**config.mk**
```make
export PLATFORM = sky130hd
export DESIGN_NAME = adsr_envelope_generator
export DESIGN_NICKNAME = d
export VERILOG_FILES = /design/src/adsr_pkg.sv /design/src/adsr_csr.sv /design/src/adsr_envelope_generator.sv
export VERILOG_INCLUDE_DIRS = /design/src /design/src/src
export SDC_FILE = /design/constraint.sdc
export NUM_CORES = 1
export LEC_CHECK = 0
export BUFFER_PORTS_ARGS = -buffer_cell sky130_fd_sc_hd__buf_2
export CAP_MARGIN = 25
export CORE_MARGIN = 1.5
export CORE_UTILIZATION = 40
export CTS_BUF_LIST = sky130_fd_sc_hd__clkbuf_4 sky130_fd_sc_hd__clkbuf_8
export DETAILED_ROUTE_END_ITERATION = 16
export HOLD_SLACK_MARGIN = 0.03
export PLACE_DENSITY = 0.6
export SYNTH_ARGS = -nofsm -noshare
export SYNTH_HDL_FRONTEND = slang
export SYNTH_SLANG_ARGS = --single-unit
```
**constraint.sdc**
```tcl
create_clock -name clock -period 6.7 [get_ports clock]
set_clock_uncertainty 0.2 [all_clocks]
set_input_delay 2.01 -clock clock [delete_from_list [all_inputs] [get_ports clock]]
set_output_delay 2.01 -clock clock [all_outputs]
set_load 0.05 [all_outputs]
```
**src/assert_macros.svh**
```systemverilog
// Assertion helper macros shared by the RTL.
// No dependencies; include by bare file name.
`ifndef ASSERT_MACROS_SVH
`define ASSERT_MACROS_SVH

// Concurrent check on the rising clock edge, masked during reset.
`define ASSERT_ALWAYS(label, clk, rst, prop, msg) \
   label: assert property (@(posedge clk) disable iff (rst) (prop)) else $error(msg);

// Implication check: when cond holds, prop must hold in the following cycle.
`define ASSERT_NEXT(label, clk, rst, cond, prop, msg) \
   label: assert property (@(posedge clk) disable iff (rst) (cond) |=> (prop)) \
      else $error(msg);

`endif

```
**src/adsr_pkg.sv**
```systemverilog
// Shared constants and types for the ADSR envelope generator.
// No dependencies.
package adsr_pkg;

   localparam int LEVEL_W   = 20;
   localparam int TRIG_W    = 12;
   localparam int ENV_W     = 12;
   localparam int OUT_SHIFT = 7;
   localparam int CSR_IDX_W = 3;

   localparam logic [LEVEL_W-1:0] FULL_SCALE = 20'd524288;
   localparam logic [ENV_W-1:0]   ENV_MAX    = 12'd4095;

   // Register indexes on the configuration port
   localparam logic [CSR_IDX_W-1:0] REG_GATE_THRESHOLD = 3'd0;
   localparam logic [CSR_IDX_W-1:0] REG_ATTACK_STEP    = 3'd1;
   localparam logic [CSR_IDX_W-1:0] REG_DECAY_STEP     = 3'd2;
   localparam logic [CSR_IDX_W-1:0] REG_SUSTAIN_LEVEL  = 3'd3;
   localparam logic [CSR_IDX_W-1:0] REG_RELEASE_STEP   = 3'd4;

   // Reset values of the configuration registers
   localparam logic [TRIG_W-1:0]  RST_GATE_THRESHOLD = 12'd2048;
   localparam logic [LEVEL_W-1:0] RST_ATTACK_STEP    = 20'd3333;
   localparam logic [LEVEL_W-1:0] RST_DECAY_STEP     = 20'd0;
   localparam logic [LEVEL_W-1:0] RST_SUSTAIN_LEVEL  = 20'd12800;
   localparam logic [LEVEL_W-1:0] RST_RELEASE_STEP   = 20'd0;

   typedef struct packed {
      logic [TRIG_W-1:0]  gate_threshold;
      logic [LEVEL_W-1:0] attack_step;
      logic [LEVEL_W-1:0] decay_step;
      logic [LEVEL_W-1:0] sustain_level;
      logic [LEVEL_W-1:0] release_step;
   } cfg_type;

endpackage

```
**src/adsr_csr.sv**
```systemverilog
// Configuration register file of the ADSR envelope generator.
// Depends on adsr_pkg.
module adsr_csr (
   input  logic                            clock,
   input  logic                            reset,
   input  logic                            csr_valid,
   output logic                            csr_ready,
   input  logic [adsr_pkg::CSR_IDX_W-1:0]  csr_index,
   input  logic [adsr_pkg::LEVEL_W-1:0]    csr_data,
   output adsr_pkg::cfg_type               cfg
);

   adsr_pkg::cfg_type cfg_ff;
   adsr_pkg::cfg_type cfg_in;

   // Writes are always taken
   assign csr_ready = 1'b1;
   assign cfg       = cfg_ff;

   // Index decode; unknown indexes are dropped
   always_comb begin
      cfg_in = cfg_ff;
      if (csr_valid) begin
         case (csr_index)
            adsr_pkg::REG_GATE_THRESHOLD:
               cfg_in.gate_threshold = csr_data[adsr_pkg::TRIG_W-1:0];
            adsr_pkg::REG_ATTACK_STEP:   cfg_in.attack_step   = csr_data;
            adsr_pkg::REG_DECAY_STEP:    cfg_in.decay_step    = csr_data;
            adsr_pkg::REG_SUSTAIN_LEVEL: cfg_in.sustain_level = csr_data;
            adsr_pkg::REG_RELEASE_STEP:  cfg_in.release_step  = csr_data;
            default: ;
         endcase
      end
   end

   always_ff @(posedge clock) begin
      if (reset) begin
         cfg_ff.gate_threshold <= adsr_pkg::RST_GATE_THRESHOLD;
         cfg_ff.attack_step    <= adsr_pkg::RST_ATTACK_STEP;
         cfg_ff.decay_step     <= adsr_pkg::RST_DECAY_STEP;
         cfg_ff.sustain_level  <= adsr_pkg::RST_SUSTAIN_LEVEL;
         cfg_ff.release_step   <= adsr_pkg::RST_RELEASE_STEP;
      end else begin
         cfg_ff <= cfg_in;
      end
   end

endmodule

```
**src/adsr_envelope_generator.sv**
```systemverilog
// An accepted trigger item is registered in the input register; its envelope update
// then enters the result register once that register is free, which a stall can delay.
// Throughput: one item per cycle when not stalled; the level feedback is one add/compare step.
// Reset (synchronous): config returns to defaults, phase idle, level zero,
// both pipeline registers empty.
// Depends on adsr_pkg, adsr_csr and assert_macros.svh.
`include "assert_macros.svh"

module adsr_envelope_generator (
   input  logic                           clock,
   input  logic                           reset,
   // Trigger stream
   input  logic                           req_tvalid,
   output logic                           req_tready,
   input  logic [15:0]                    req_tdata,  // [11:0] trigger_sample
   // Envelope stream
   output logic                           rsp_tvalid,
   input  logic                           rsp_tready,
   output logic [15:0]                    rsp_tdata,  // [11:0] envelope
   // Configuration writes
   input  logic                           csr_valid,
   output logic                           csr_ready,
   input  logic [adsr_pkg::CSR_IDX_W-1:0] csr_index,
   input  logic [adsr_pkg::LEVEL_W-1:0]   csr_data
);

   typedef enum logic [2:0] {
      PH_IDLE    = 3'd0,
      PH_ATTACK  = 3'd1,
      PH_DECAY   = 3'd2,
      PH_SUSTAIN = 3'd3,
      PH_RELEASE = 3'd4
   } phase_type;

   localparam int LW          = adsr_pkg::LEVEL_W;
   localparam int OUT_SHIFT_C = adsr_pkg::OUT_SHIFT;

   adsr_pkg::cfg_type cfg;

   adsr_csr u_csr (
      .clock     (clock),
      .reset     (reset),
      .csr_valid (csr_valid),
      .csr_ready (csr_ready),
      .csr_index (csr_index),
      .csr_data  (csr_data),
      .cfg       (cfg)
   );

   logic                          s1_valid_ff;
   logic [adsr_pkg::TRIG_W-1:0]   trig_ff;
   logic                          rsp_valid_ff;
   logic [adsr_pkg::ENV_W-1:0]    env_ff;
   logic [LW-1:0]                 level_ff, level_in;
   phase_type                     phase_ff, phase_in;
   logic                          gate_on_ff, gate_on_in;
   logic [adsr_pkg::ENV_W-1:0]    env_in;

   logic                          advance;
   logic                          req_accept;
   logic                          high;
   logic [LW-1:0]                 sus;
   phase_type                     phase_gated;
   logic [LW:0]                   attack_sum;
   logic [LW:0]                   decay_limit;
   logic [LW-OUT_SHIFT_C-1:0]     env_wide;

   // Pipeline handshake: stage 1 moves on when the result register frees up
   assign advance    = s1_valid_ff && (!rsp_valid_ff || rsp_tready);
   assign req_tready = !s1_valid_ff || advance;
   assign req_accept = req_tvalid && req_tready;

   assign rsp_tvalid = rsp_valid_ff;
   assign rsp_tdata  = {{(16 - adsr_pkg::ENV_W){1'b0}}, env_ff};

   // Envelope step for the item in stage 1
   always_comb begin
      high = trig_ff >= cfg.gate_threshold;
      sus  = (cfg.sustain_level > adsr_pkg::FULL_SCALE) ? adsr_pkg::FULL_SCALE
                                                          : cfg.sustain_level;

      // Gate edges first
      phase_gated = phase_ff;
      gate_on_in  = gate_on_ff;
      if (high && !gate_on_ff) begin
         phase_gated = PH_ATTACK;
         gate_on_in  = 1'b1;
      end
      if (!high && gate_on_ff) begin
         phase_gated = PH_RELEASE;
         gate_on_in  = 1'b0;
      end

      attack_sum  = {1'b0, level_ff} + {1'b0, cfg.attack_step};
      decay_limit = {1'b0, sus} + {1'b0, cfg.decay_step};

      level_in = level_ff;
      phase_in = phase_gated;
      case (phase_gated)
         PH_ATTACK: begin
            if (level_ff >= adsr_pkg::FULL_SCALE) begin
               phase_in = PH_DECAY;
            end else if (attack_sum > {1'b0, adsr_pkg::FULL_SCALE}) begin
               level_in = adsr_pkg::FULL_SCALE;
            end else begin
               level_in = attack_sum[LW-1:0];
            end
         end
         PH_DECAY: begin
            // Snap to sustain once the next step would reach it
            if ({1'b0, level_ff} <= decay_limit) begin
               level_in = sus;
               phase_in = PH_SUSTAIN;
            end else begin
               level_in = level_ff - cfg.decay_step;
            end
         end
         PH_RELEASE: begin
            if (level_ff >= cfg.release_step) begin
               level_in = level_ff - cfg.release_step;
            end else begin
               level_in = '0;
               phase_in = PH_IDLE;
            end
         end
         default: ;
      endcase

      // Output scaling with saturation at full scale
      env_wide = level_in[LW-1:OUT_SHIFT_C];
      if (env_wide > {1'b0, adsr_pkg::ENV_MAX}) begin
         env_in = adsr_pkg::ENV_MAX;
      end else begin
         env_in = env_wide[adsr_pkg::ENV_W-1:0];
      end
   end

   // State, pipeline control and registered outputs
   always_ff @(posedge clock) begin
      if (reset) begin
         s1_valid_ff  <= 1'b0;
         rsp_valid_ff <= 1'b0;
         level_ff     <= '0;
         phase_ff     <= PH_IDLE;
         gate_on_ff   <= 1'b0;
      end else begin
         if (req_accept) begin
            s1_valid_ff <= 1'b1;
         end else if (advance) begin
            s1_valid_ff <= 1'b0;
         end
         if (advance) begin
            rsp_valid_ff <= 1'b1;
            level_ff     <= level_in;
            phase_ff     <= phase_in;
            gate_on_ff   <= gate_on_in;
         end else if (rsp_tready) begin
            rsp_valid_ff <= 1'b0;
         end
      end
      if (req_accept) begin
         trig_ff <= req_tdata[adsr_pkg::TRIG_W-1:0];
      end
      if (advance) begin
         env_ff <= env_in;
      end
   end

   // Checks
   `ASSERT_ALWAYS(a_level_in_range, clock, reset, level_ff <= adsr_pkg::FULL_SCALE,
      "level above full scale")
   `ASSERT_ALWAYS(a_idle_at_zero, clock, reset, (phase_ff != PH_IDLE) || (level_ff == '0),
      "idle phase with nonzero level")
   `ASSERT_NEXT(a_sustain_holds, clock, reset, (phase_ff == PH_SUSTAIN),
      (phase_ff != PH_SUSTAIN) || $stable(level_ff), "level moved during sustain")
   `ASSERT_NEXT(a_stage1_held, clock, reset, s1_valid_ff && !advance,
      s1_valid_ff && $stable(trig_ff), "stalled stage 1 item lost or changed")

endmodule

```
## Yosys cells after proc, flatten, opt, wreduce, memory -nomap -nowiden

Index checks and enable logic that the tools add are counted.

| word-level totals | value |
|---|---|
| register bits | 142 |
| logic and storage cells | 72 |
| output and inout port bits | 19 |
| input port bits | 44 |

| cells by class | value |
|---|---|
| $lt $le $gt $ge | 7 |
| eq/ne operators | 8 |
| reductions and logical operators | 22 |
| $add $sub $neg | 4 |
| muxes and demuxes | 18 |

Operators by type and width:

| kind | number |
|---|---|
| $mux W20 | 5 |
| $pmux W20 S3 | 1 |
| $add A20 B20 Y21 | 2 |
| $sub A20 B20 Y20 | 2 |
| $gt A21 B20 Y1 const B | 1 |
| $le A20 B21 Y1 | 1 |
| $ge A20 B20 Y1 | 1 |
| $ge A20 B20 Y1 const B | 1 |
| $gt A20 B20 Y1 const B | 1 |
| $mux W3 | 5 |
| $gt A13 B12 Y1 const B | 1 |
| $ge A12 B12 Y1 | 1 |
| $reduce_and A2 Y1 | 6 |
| $eq A3 B2 Y1 const B | 3 |
| $pmux W3 S3 | 1 |
| $eq A3 B1 Y1 const B | 2 |
| $eq A3 B3 Y1 const B | 2 |
| $mux W1 | 6 |
| $reduce_bool A2 Y1 | 3 |
| $logic_and A1 B1 Y1 | 4 |
| $logic_not A1 Y1 | 4 |
| $logic_not A3 Y1 | 1 |
| $reduce_and A3 Y1 | 1 |
| $reduce_bool A3 Y1 | 1 |
| 2 further kinds | 3 |

## Depth between registers and ports, before layout

Gate-level depths: netlist (run 1).

| depth | value |
|---|---|
| depth after elaboration | 7 |
| gate-level depth with buffers | 26 |
| gate-level depth less buffers | 24 |

## Modules after synthesis

Synthesis (run 1) repeated with hierarchy kept, for this count alone.

| second synthesis, totals | value |
|---|---|
| cells, all modules | 1,304 |
| area, all modules | 11,280.8 um^2 |

By module, submodules not included:

| module | seq. area each (um^2) | cells each | times used | area an instance (um^2) |
|---|---|---|---|---|
| adsr_envelope_generator | 1,241.2 | 966 | 1 | 7,612.3 |
| adsr_csr | 1,841.8 | 338 | 1 | 3,668.5 |

## Least setup slack after synthesis (run 1)

No wires, ideal clock.

| timing | value |
|---|---|
| path type | flip-flop to flip-flop |
| from | register u_csr.cfg_ff, in the netlist u_csr.cfg[31] |
| to | register env_ff[7] (netlist bit), data pin |
| setup time | 264 ps |
| cell stages (with the launch flop) | 23 |
| period minus slack after synthesis | 5,715 ps |
| data required time | 6,236 ps |
| data arrival time | 5,251 ps |
| path slack | 985 ps |
| buffers on the path | 2 |
| cells stage by stage | dfxtp_1 nor4_1 nand4_1 o41ai_1 and2_1 ha_1 and2_4 a221o_1 o41a_1 a21oi_1 o21bai_1 a21oi_1 xor2_1 ha_1 nand4_1 nor2_1 a311o_1 a2111o_1 buf_6 a311o_1 a221oi_2 buf_6 nand2_1 |

| on the way | value |
|---|---|
| word-level cells in the longest chain between the ends | 7 |

Ends and longest elaborated chain:

| element | line | text |
|---|---|---|
| start, declared | adsr_csr.sv:13 | `adsr_pkg::cfg_type cfg_ff;` |
| start signal, assigned | adsr_csr.sv:44 | `cfg_ff <= cfg_in;` |
| $gt A20 B20 Y1 | adsr_envelope_generator.sv:79 | `sus = (cfg.sustain_level > adsr_pkg::FULL_SCALE) ? adsr_pkg::FULL_SCALE` |
| $mux W20 * | adsr_envelope_generator.sv:79 |  |
| $add A20 B20 Y21 | adsr_envelope_generator.sv:95 | `decay_limit = {1'b0, sus} + {1'b0, cfg.decay_step};` |
| $le A20 B21 Y1 | adsr_envelope_generator.sv:111 | `if ({1'b0, level_ff} <= decay_limit) begin` |
| $mux W20 * | adsr_envelope_generator.sv:111 |  |
| $pmux W20 S3 * | adsr_envelope_generator.sv:99 | `case (phase_gated)` |
| $gt A13 B12 Y1 | adsr_envelope_generator.sv:131 | `if (env_wide > {1'b0, adsr_pkg::ENV_MAX}) begin` |
| end signal, assigned | adsr_envelope_generator.sv:165 | `env_ff <= env_in;` |
| end, declared | adsr_envelope_generator.sv:53 | `logic [adsr_pkg::ENV_W-1:0] env_ff;` |

Mark *: on every way between the ends. The rest lies on a longest branch, timed or not.
A chain may end at the register's enable or synchronous reset.

## Worst setup path after layout (run 1)

| timing | value |
|---|---|
| from | register u_csr.cfg_ff, in the netlist u_csr.cfg[31] |
| to | register env_ff[10] (netlist bit), data pin |

The elaborated chain is that of the path after synthesis.

==> results of run 1 <==
power groups by stage:
stage / registers, mW / logic, mW / clock network (mW)
6_report: 0.952 / 0.843 / 0.812
5_1_grt: 0.956 / 0.924 / 0.860
4_1_cts: 0.951 / 0.830 / 0.829
3_5_place_dp: 0.971 / 0.823 / 0
3_3_place_gp: 0.970 / 0.817 / 0
2_1_floorplan: 0.983 / 0.591 / 0
cells by family (layout without fill, tap and decap cells):
| kind of cell | Yosys count | in the layout |
|---|---|---|
| AO/OA/AOI/OAI | 384 | 384 |
| AND/OR/NAND/NOR | 481 | 481 |
| flip-flops | 142 | 142 |
| multiplexers | 10 | 10 |
| adder cells (fa/ha/maj) | 117 | 117 |
| XOR/XNOR | 62 | 62 |
| other | 2 | 5 |
| buffers and inverters | 123 | 170 |
stage by stage:
step,area [sq um],hold WS (ns),power (mW)
3_5_place_dp,10960,0.2480,1.794
4_1_cts,11410,0.2615,2.610
6_report,11470,0.2611,2.606
3_3_place_gp,10960,0.2426,1.788
5_1_grt,11470,0.2839,2.740
2_1_floorplan,10410,0.2363,1.574
final timing paths:
kind | start | to | slack [ns]
worst max-delay path | u_csr.cfg[31]$_SDFFE_PP0P_ | env_ff[10]$_SDFFCE_PN1P_ | 0.35
worst min-delay path | u_csr.cfg[6]$_SDFFE_PP0P_ | u_csr.cfg[6]$_SDFFE_PP0P_ | 0.26
worst max register to register | u_csr.cfg[31]$_SDFFE_PP0P_ | env_ff[10]$_SDFFCE_PN1P_ | 0.35
worst min register to register | u_csr.cfg[6]$_SDFFE_PP0P_ | u_csr.cfg[6]$_SDFFE_PP0P_ | 0.26
Yosys cell counts, drive strengths merged (9+ instances only):
cell      n  share of area [%]
o21ai    45                2.2
clkbuf   40                1.4
nor3     17               0.82
nand4     9               0.54
nand2   253                9.1
o21a     12               0.87
buf      11               0.76
xnor2    39                3.3
ha      113                 14
a21o     27                1.9
nand3b   13               0.94
mux2i     9               0.87
a211o     9               0.76
dfxtp   118                 23
o21bai   12               0.87
nor2     71                2.6
edfxtp   24                6.9
and2     17                1.0
nand3    24                1.2
o211ai   10               0.72
xor2     23                1.9
a21oi   161                7.7
a211oi   30                2.2
nand2b   13               0.78
and3     15               0.90
inv      72                2.6
nor2b    17                1.0
final cells by class:
class                   instances  area (sq um)  share of cell area [%]
well taps                     330         412.9                   3.600
inverters                      72         270.3                   2.357
multi-input cells            1059          6869                   59.90
clock buffers                  17         234.0                   2.040
repair buffers                 66         385.4                   3.360
clock inverters                15         214.0                   1.866
flip-flops and latches        142          3083                   26.88
critical path: stages (launching register included):
cell and delay (ns):
dfxtp_1 0.33, nor4_1 0.35, nand4_1 0.21, o41ai_1 0.29
buf_4 0.22, and2_1 0.21, ha_1 0.21, fa_1 0.25
a211o_1 0.15, o211ai_1 0.20, a211oi_2 0.40, o21ai_0 0.14
nand2b_1 0.13, a21o_1 0.13, a21oi_1 0.07, xor2_1 0.15
ha_1 0.30, nand4_1 0.15, nor4_1 0.26, buf_4 0.17
o31ai_1 0.09, o211a_1 0.14, a2111o_1 0.42, a311o_1 0.43
a221oi_2 0.17, buf_4 0.22, o21ai_0 0.10
registers in the layout (all words and copies together) (netlist names):
| signal | flops |
|---|---|
| env_ff | 12 |
| trig_ff | 12 |
| rsp_tvalid | 1 |
| s1_valid_ff | 1 |
| gate_on_ff | 1 |
| u_csr.cfg | 92 |
| level_ff | 20 |
| phase_ff | 3 |
routing by layer:
layer | routed length, microns | track usage (%) | up-vias
met1 | 15030 | 33.30 | 4472
met4 | 818 | 7.686 | 0
met5 | 0 | 0 | -
met2 | 14010 | 38.45 | 267
met3 | 1529 | 2.828 | 50
li1 | - | - | 4798
==> flow_summary_export.csv, run 1 <==
group,metric,value,unit
outcome,status,"finished, final reports clean",
die,core_area,25330,sq um
routing,route.detailed.drc,0,
die,die_area,26970,sq um
synth,synth-compound-area-share,23.84,%
timing,drv_slew,0,
clock_network,postCtsHoldBufs,0,
place,preCtsSetupSlack,0.2709,ns
synth,synth_top_family_by_area,"compound AO/OA/AOI/OAI gates",
clock_network,root_buffer,"clkbuf_8",
grt,grt_pass1_vias,8839,
power_and_ir_drop,pwr-share-comb,32.3,%
clock_network,cts_max_path_buffers,2,
die,start_util,41.05,%
clock_network,postCtsSetupBuffers,0,
place,hpwl,23820,microns
worst_setup_path,cp.required,6.72,ns
synth,synth_edf_count,24,
cells_and_area,layout_commonest_cell,"nand2_1",
worst_setup_path,cp_max_fo,13,
synth,synthArstFlopShare,0,%
grt,antenna_found_initial,0,
synth,ys_ff_latch,142,
cells_and_area,final_util,45.28,%
power_and_ir_drop,clkPwrFrac,31.1,%
timing,hold_viol,0,
place,placed_cells,1668,
grt,grt_max_degree,73,
synth,synthMuxAreaShare,0.9747,%
timing,fmax,0.1575,GHz
routing,wire_per_inst,18.45,microns
power_and_ir_drop,p_switching,0.9758,mW
clock_network,htree_num_levels,4,
die,die_height,164.2,microns
die,rows,58,
synth,seq_area_frac_synth,29.65,%
cells_and_area,antenna_cells,0,
routing,firstDrtPassIters,5,
min_path,holdPathStages,2,
synth,synth_ff_type,"dfxtp_1",
synth,avgSynthCellArea,7.871,sq um
timing,max_slew_margin,32.26,%
routing,via_per_inst,5.636,
cells_and_area,final_cell_mix,"nand2_1 (253), a21oi_1 (159), dfxtp_1 (118)",
timing,finalWorstSetupSlack,0.3489,ns
synth,synth_cell_type_count,73,
synth,synth_xor_xnor_area_share,5.223,%
timing,period_share,94.79,%
routing,vias,9587,
worst_setup_path,arrival,6.37,ns
grt,grt-ovfl-total,0,
run,cap_violations,0,
worst_setup_path,crit_type,"reg -> reg",
clock_network,cts_buffers,17,
synth,synth-simple-area-share,21.07,%
worst_setup_path,reg2reg_depth,26,
die,die_w,164.2,microns
worst_setup_path,endpoint_kind,"flip-flop",
die,io_pins,63,
place,gp_congestion,0.9210,
clock_network,cts.sinks,142,
grt,track_usage,23.95,%
synth,ys_warn_count,0,
timing,finalSetupTns,0,ns
timing,finalSetupViolations,0,
power_and_ir_drop,power_frac_seq,36.5,%
clock_network,clkLatencyLatePin,0.49,ns
synth,postSynthCellCount,1321,
timing,tightest_slew,1.016,ns
clock_network,cts_tree,"built",
power_and_ir_drop,ir_drop,0.1344,mV
power_and_ir_drop,p_leak,4.633,nW
min_path,min_path_type,"reg -> reg",
power_and_ir_drop,internal-power,1.630,mW
worst_setup_path,start_kind,"flip-flop",
cells_and_area,fin_cells,1701,
synth,syn_area,10400,sq um
grt,grt_pass1_wl,49040,microns
synth,synth-adder-area-share,14.37,%
timing,min_period,6.351,ns
clock_network,clkTransAtPathRegs,0.10,ns
cells_and_area,area_growth,10.30,%
routing,drt-total-wl,31390,microns
power_and_ir_drop,powerDensity,227.2,nW/um^2
cells_and_area,nets,1519,
routing,antenna_left,0,
clock_network,cts_resized,0,
cells_and_area,drive_gt1_share,8.680,%
place,portBuffers,53,
power_and_ir_drop,switching_share,37.45,%
routing,drtIter0Drc,795,
cells_and_area,nFillCells,2578,
Note: power is estimated with default switching activity, not from simulation.
==> run 2: changes to the inputs <==
- RECOVER_POWER: not set -> 25
==> run 2 against run 1 <==
- the flow now finishes with violations (capacitance limit, slew limit)
- global-route usage is the same
- wire length is essentially flat
- die area unchanged
- sequential cell count unchanged
- power about the same
- cell count stayed put
- register-to-register slack is essentially flat
- combinational power is essentially flat
- clock power about the same
- final area about the same
- core utilization barely moved
- largest cell class unchanged
- largest power group unchanged
==> flow_summary_export.csv, run 2 (synthesized netlist as in run 1, its figures left out) <==
group,metric,value,unit
outcome,status,"finished, violations left",
outcome,violations,"capacitance limit, slew limit",
routing,vias,9618,
grt,antenna_found_initial,0,
power_and_ir_drop,pwr-share-comb,32.3,%
timing,finalSetupTns,0,ns
worst_setup_path,cp_max_fo,13,
clock_network,postCtsHoldBufs,0,
power_and_ir_drop,p_leak,4.625,nW
routing,route.detailed.drc,0,
timing,max_slew_margin,-17.42,%
die,die_w,164.2,microns
worst_setup_path,path_buf_inv,3,
clock_network,clkLatencyLatePin,0.49,ns
grt,grt_pass1_vias,8839,
power_and_ir_drop,internal-power,1.630,mW
timing,finalWorstSetupSlack,0.3595,ns
cells_and_area,final_cell_mix,"nand2_1 (253), a21oi_1 (159), dfxtp_1 (118)",
timing,fin_hold_ws,0.2606,ns
clock_network,cts_resized,0,
clock_network,cts.sinks,142,
cells_and_area,layout_commonest_cell,"nand2_1",
place,hpwl,23820,microns
worst_setup_path,cp_common_cell,"buf_4",
worst_setup_path,crit_type,"reg -> reg",
clock_network,postCtsSetupBuffers,0,
worst_setup_path,crit_slowest_cell,"a311o_1",
timing,fmax,0.1577,GHz
timing,period_share,94.63,%
die,start_util,41.05,%
cells_and_area,area_growth,10.25,%
worst_setup_path,timing.rr.end,"env_ff[10]$_SDFFCE_PN1P_",
timing,hold_viol,0,
clock_network,root_buffer,"clkbuf_8",
cells_and_area,largest_register_ff_count,92,
power_and_ir_drop,clkPwrFrac,31.2,%
power_and_ir_drop,p_total,2.606,mW
timing,tightest_slew,1.761,ns
clock_network,cts_max_path_buffers,2,
routing,drt-total-wl,31390,microns
worst_setup_path,arrival,6.36,ns
clock_network,clkTransAtPathRegs,0.10,ns
routing,drtIter0Drc,804,
routing,via_per_inst,5.654,
grt,track_usage,23.95,%
cells_and_area,antenna_cells,0,
clock_network,htree_num_levels,4,
worst_setup_path,timing.rr.start,"u_csr.cfg[31]$_SDFFE_PP0P_",
cells_and_area,fin_cells,1701,
worst_setup_path,cp.required,6.72,ns
worst_setup_path,endpoint_kind,"flip-flop",
routing,wire_per_inst,18.45,microns
worst_setup_path,max_stage_delay,0.43,ns
worst_setup_path,start_kind,"flip-flop",
clock_network,cts_tree,"built",
cells_and_area,drive_gt1_share,8.534,%
place,preCtsSetupSlack,0.2709,ns
grt,grt-ovfl-total,0,
grt,grt_max_degree,73,
cells_and_area,nets,1519,
timing,min_period,6.341,ns
routing,antenna_left,0,
timing,drv_slew,40,
die,rows,58,
timing,finalSetupViolations,0,
min_path,hold_path_startpoint,"u_csr.cfg[6]$_SDFFE_PP0P_",
min_path,holdPathStages,2,
die,die_height,164.2,microns
worst_setup_path,reg2reg_depth,26,
routing,firstDrtPassIters,5,
power_and_ir_drop,switching_share,37.45,%
place,portBuffers,53,
place,placed_cells,1668,
clock_network,cts_buffers,17,
min_path,min_path_type,"reg -> reg",
place,gp_congestion,0.9210,
grt,grt_pass1_wl,49040,microns
die,die_area,26970,sq um
power_and_ir_drop,power_frac_seq,36.5,%
worst_setup_path,worst-r2r-setup-slack,0.36,ns
min_path,hold-path-endpoint,"u_csr.cfg[6]$_SDFFE_PP0P_",
worst_setup_path,cp_top_family,"compound AO/OA/AOI/OAI gates",
power_and_ir_drop,powerDensity,227.3,nW/um^2
power_and_ir_drop,p_switching,0.9761,mW
die,core_area,25330,sq um
run,cap_violations,1,
power_and_ir_drop,ir_drop,0.1347,mV
die,io_pins,63,
## run 2: cell types whose count changed in the layout (fill, tap and decap cells not counted), sizes merged
cell,change
clkbuf,+2
buf,-2
## run 2: final cells by class
cell class	instances	area [sq um]
Clock buffer	17	234.0
Clock inverter	15	214.0
Fill cell	2581	13860
Inverter	72	270.3
Multi-Input combinational cell	1059	6869
Sequential cell	142	3083
Tap cell	330	412.9
Timing Repair Buffer	66	380.4
## run 2: power groups by stage
| stage | clock, mW | sequential, mW | combinational (mW) |
|---|---|---|---|
| final | 0.812 | 0.952 | 0.842 |
| after global routing | 0.860 | 0.957 | 0.924 |
| after CTS | 0.829 | 0.951 | 0.830 |
| after detailed placement | 0 | 0.971 | 0.823 |
| after global placement | 0 | 0.970 | 0.817 |
| after floorplan | 0 | 0.983 | 0.591 |
## run 2: per-stage QoR
step	util (%)	instance area (sq um)
6_report	45.26	11460
5_1_grt	45.26	11460
4_1_cts	45.05	11410
3_5_place_dp	43.29	10960
3_3_place_gp	43.29	10960
2_1_floorplan	-	10410
## run 2: worst max path at each step
| stage | cells past startpoint | slack (ns) | endpoint | start |
|---|---|---|---|---|
| floorplan | 22 | 0.98 | env_ff[7]$_SDFFCE_PN1P_ | u_csr.cfg[31]$_SDFFE_PP0P_ |
| global placement | 26 | 0.26 | env_ff[10]$_SDFFCE_PN1P_ | u_csr.cfg[23]$_SDFFE_PP0P_ |
| detailed placement | 26 | 0.27 | env_ff[10]$_SDFFCE_PN1P_ | u_csr.cfg[23]$_SDFFE_PP0P_ |
| CTS | 26 | 0.20 | env_ff[10]$_SDFFCE_PN1P_ | u_csr.cfg[23]$_SDFFE_PP0P_ |
| global route | 28 | -0.03 | env_ff[4]$_SDFFCE_PN1P_ | u_csr.cfg[31]$_SDFFE_PP0P_ |
| finish | 26 | 0.36 | env_ff[10]$_SDFFCE_PN1P_ | u_csr.cfg[31]$_SDFFE_PP0P_ |
## run 2: tightest hold or removal path, stage by stage, from the launching register on
cell     delay [ns]
dfxtp_1        0.32
nand2_1        0.05
a21oi_1        0.05
## run 2: per-layer routing
layer,GRT usage (%),share of wire (%)
met3,2.828,5.2
met1,33.30,48
met2,38.45,45
met5,0,0
met4,7.686,2.5
==> run 3: changes to the inputs <==
- PLACE_DENSITY: 0.6 -> 0.65
==> run 3 against run 2 <==
- the run still ends with capacitance limit, slew limit left
- clock power down 13%
- die area did not move
- highest routed layer unchanged
- sequential share of layout area rose by 0.29 points
- register-to-register slack worse by 0.03 ns
- combinational power fell by 1%
==> flow_summary_export.csv, run 3 (synthesized netlist as in run 1, its figures left out) <==
group,metric,value,unit
routing,via_per_inst,5.661,
timing,finalSetupTns,0,ns
clock_network,postCtsSetupBuffers,0,
clock_network,cts_tree,"built",
power_and_ir_drop,pwr-share-comb,33.3,%
place,gp_congestion,0.9191,
power_and_ir_drop,p_total,2.491,mW
place,hpwl,23530,microns
die,rows,58,
worst_setup_path,cp_common_cell,"buf_4",
clock_network,root_buffer,"clkbuf_8",
outcome,violations,"capacitance limit, slew limit",
grt,grt_pass1_wl,48040,microns
timing,rsz0062_at_grt,"no",
worst_setup_path,cp_top_family,"compound AO/OA/AOI/OAI gates",
die,die_area,26970,sq um
cells_and_area,area_growth,9.074,%
power_and_ir_drop,p_leak,4.573,nW
grt,grt-ovfl-total,0,
clock_network,postCtsHoldBufs,0,
timing,max_slew_margin,-145.8,%
timing,finalWorstSetupSlack,0.3315,ns
cells_and_area,layout_commonest_cell,"nand2_1",
worst_setup_path,worst-r2r-setup-slack,0.33,ns
routing,route.detailed.drc,0,
power_and_ir_drop,internal-power,1.554,mW
grt,grt_max_degree,82,
power_and_ir_drop,ir_drop,0.1433,mV
worst_setup_path,worstSetupPathDepth,26,
timing,period_share,95.05,%
min_path,hold-path-endpoint,"u_csr.cfg[11]$_SDFFE_PP0P_",
timing,finalSetupViolations,0,
die,core_area,25330,sq um
cells_and_area,largest_register_ff_count,92,
grt,track_usage,23.31,%
outcome,status,"finished, violations left",
clock_network,cts_buffers,17,
die,die_w,164.2,microns
cells_and_area,antenna_cells,0,
cells_and_area,final_cell_mix,"nand2_1 (253), a21oi_1 (161), dfxtp_1 (118)",
min_path,min_path_type,"reg -> reg",
power_and_ir_drop,clkPwrFrac,28.5,%
die,start_util,41.05,%
power_and_ir_drop,power_frac_seq,38.2,%
clock_network,htree_num_levels,4,
worst_setup_path,cp_max_fo,13,
clock_network,cts_max_path_buffers,2,
worst_setup_path,crit_slowest_cell,"nor4_1",
place,placed_cells,1669,
power_and_ir_drop,switching_share,37.60,%
routing,drt-total-wl,30720,microns
routing,firstDrtPassIters,5,
place,preCtsSetupSlack,0.4836,ns
die,io_pins,63,
timing,hold_viol,0,
routing,drtIter0Drc,915,
cells_and_area,drive_gt1_share,8.242,%
cells_and_area,fin_cells,1701,
worst_setup_path,reg2reg_depth,26,
worst_setup_path,path_buf_inv,3,
routing,wire_per_inst,18.06,microns
min_path,hold_path_startpoint,"u_csr.cfg[11]$_SDFFE_PP0P_",
worst_setup_path,endpoint_kind,"flip-flop",
worst_setup_path,timing.rr.start,"u_csr.cfg[20]$_SDFFE_PP0P_",
worst_setup_path,timing.rr.end,"env_ff[3]$_SDFFCE_PN1P_",
timing,tightest_slew,3.686,ns
timing,drv_slew,124,
worst_setup_path,arrival,6.37,ns
cells_and_area,nets,1519,
grt,antenna_found_initial,0,
power_and_ir_drop,powerDensity,219.6,nW/um^2
clock_network,clkTransAtPathRegs,0.09,ns
clock_network,cts_resized,0,
worst_setup_path,start_kind,"flip-flop",
timing,min_period,6.369,ns
place,portBuffers,53,
die,die_height,164.2,microns
cells_and_area,final_util,44.78,%
worst_setup_path,max_stage_delay,0.46,ns
clock_network,clkLatencyLatePin,0.47,ns
power_and_ir_drop,p_switching,0.9364,mW
timing,fmax,0.1570,GHz
min_path,holdPathStages,2,
grt,grt_pass1_vias,8811,
routing,antenna_left,0,
routing,vias,9630,
cells_and_area,nFillCells,2594,
run,cap_violations,2,
worst_setup_path,cp.required,6.71,ns
worst_setup_path,crit_type,"reg -> reg",
clock_network,cts.sinks,142,
==> run 3: changes by cell type in the layout (fill, tap and decap cells not counted), moves of 2 or more <==
cell       delta
nor4_4        -2
inv_8         -4
bufinv_16     -2
a21oi_2       -2
a21oi_1       +2
==> run 3: tightest hold or removal path, delay by kind of cell (launching register included) <==
family	cells	cell delay, ns
compound gates	1	0.05
flops	1	0.32
simple gates	1	0.05
==> run 3: stage by stage <==
step	hold slack, ns	area [sq um]
2_1_floorplan	0.2363	10410
3_3_place_gp	0.2425	10960
3_5_place_dp	0.2479	10960
4_1_cts	0.2602	11340
5_1_grt	0.2782	11340
6_report	0.2587	11340
==> run 3: layer usage <==
layer	global-route usage [%]	vias to the layer above	routed length [microns]
li1	-	4805	-
met1	31.40	4464	14340
met3	3.384	60	1686
met2	37.50	301	13710
met5	0	-	0
met4	8.926	0	973
==> run 3: area by class of cell <==
type | count | area [sq um] | area share [%]
multi-input combinational | 1059 | 6833 | 60.25
inverter | 72 | 270.3 | 2.383
clock buffer | 19 | 255.2 | 2.251
timing repair buffer | 66 | 357.8 | 3.155
tap | 330 | 412.9 | 3.641
sequential | 142 | 3083 | 27.18
clock inverter | 13 | 128.9 | 1.136
==> run 3: worst max-delay path by stage <==
stage / from / end / slack [ns]
6_report: u_csr.cfg[20]$_SDFFE_PP0P_ / env_ff[3]$_SDFFCE_PN1P_ / 0.33
5_1_grt: u_csr.cfg[20]$_SDFFE_PP0P_ / env_ff[10]$_SDFFCE_PN1P_ / 0.02
4_1_cts: u_csr.cfg[20]$_SDFFE_PP0P_ / env_ff[3]$_SDFFCE_PN1P_ / 0.43
3_5_place_dp: u_csr.cfg[20]$_SDFFE_PP0P_ / env_ff[3]$_SDFFCE_PN1P_ / 0.48
3_3_place_gp: u_csr.cfg[20]$_SDFFE_PP0P_ / env_ff[8]$_SDFFCE_PN1P_ / 0.54
2_1_floorplan: u_csr.cfg[31]$_SDFFE_PP0P_ / env_ff[7]$_SDFFCE_PN1P_ / 0.98
==> run 3: power groups by stage <==
stage | registers (mW) | clock network, mW | logic [mW]
final | 0.952 | 0.709 | 0.830
after global routing | 0.956 | 0.749 | 0.914
after CTS | 0.951 | 0.718 | 0.817
after detailed placement | 0.971 | 0 | 0.810
after global placement | 0.970 | 0 | 0.800
after floorplan | 0.983 | 0 | 0.591
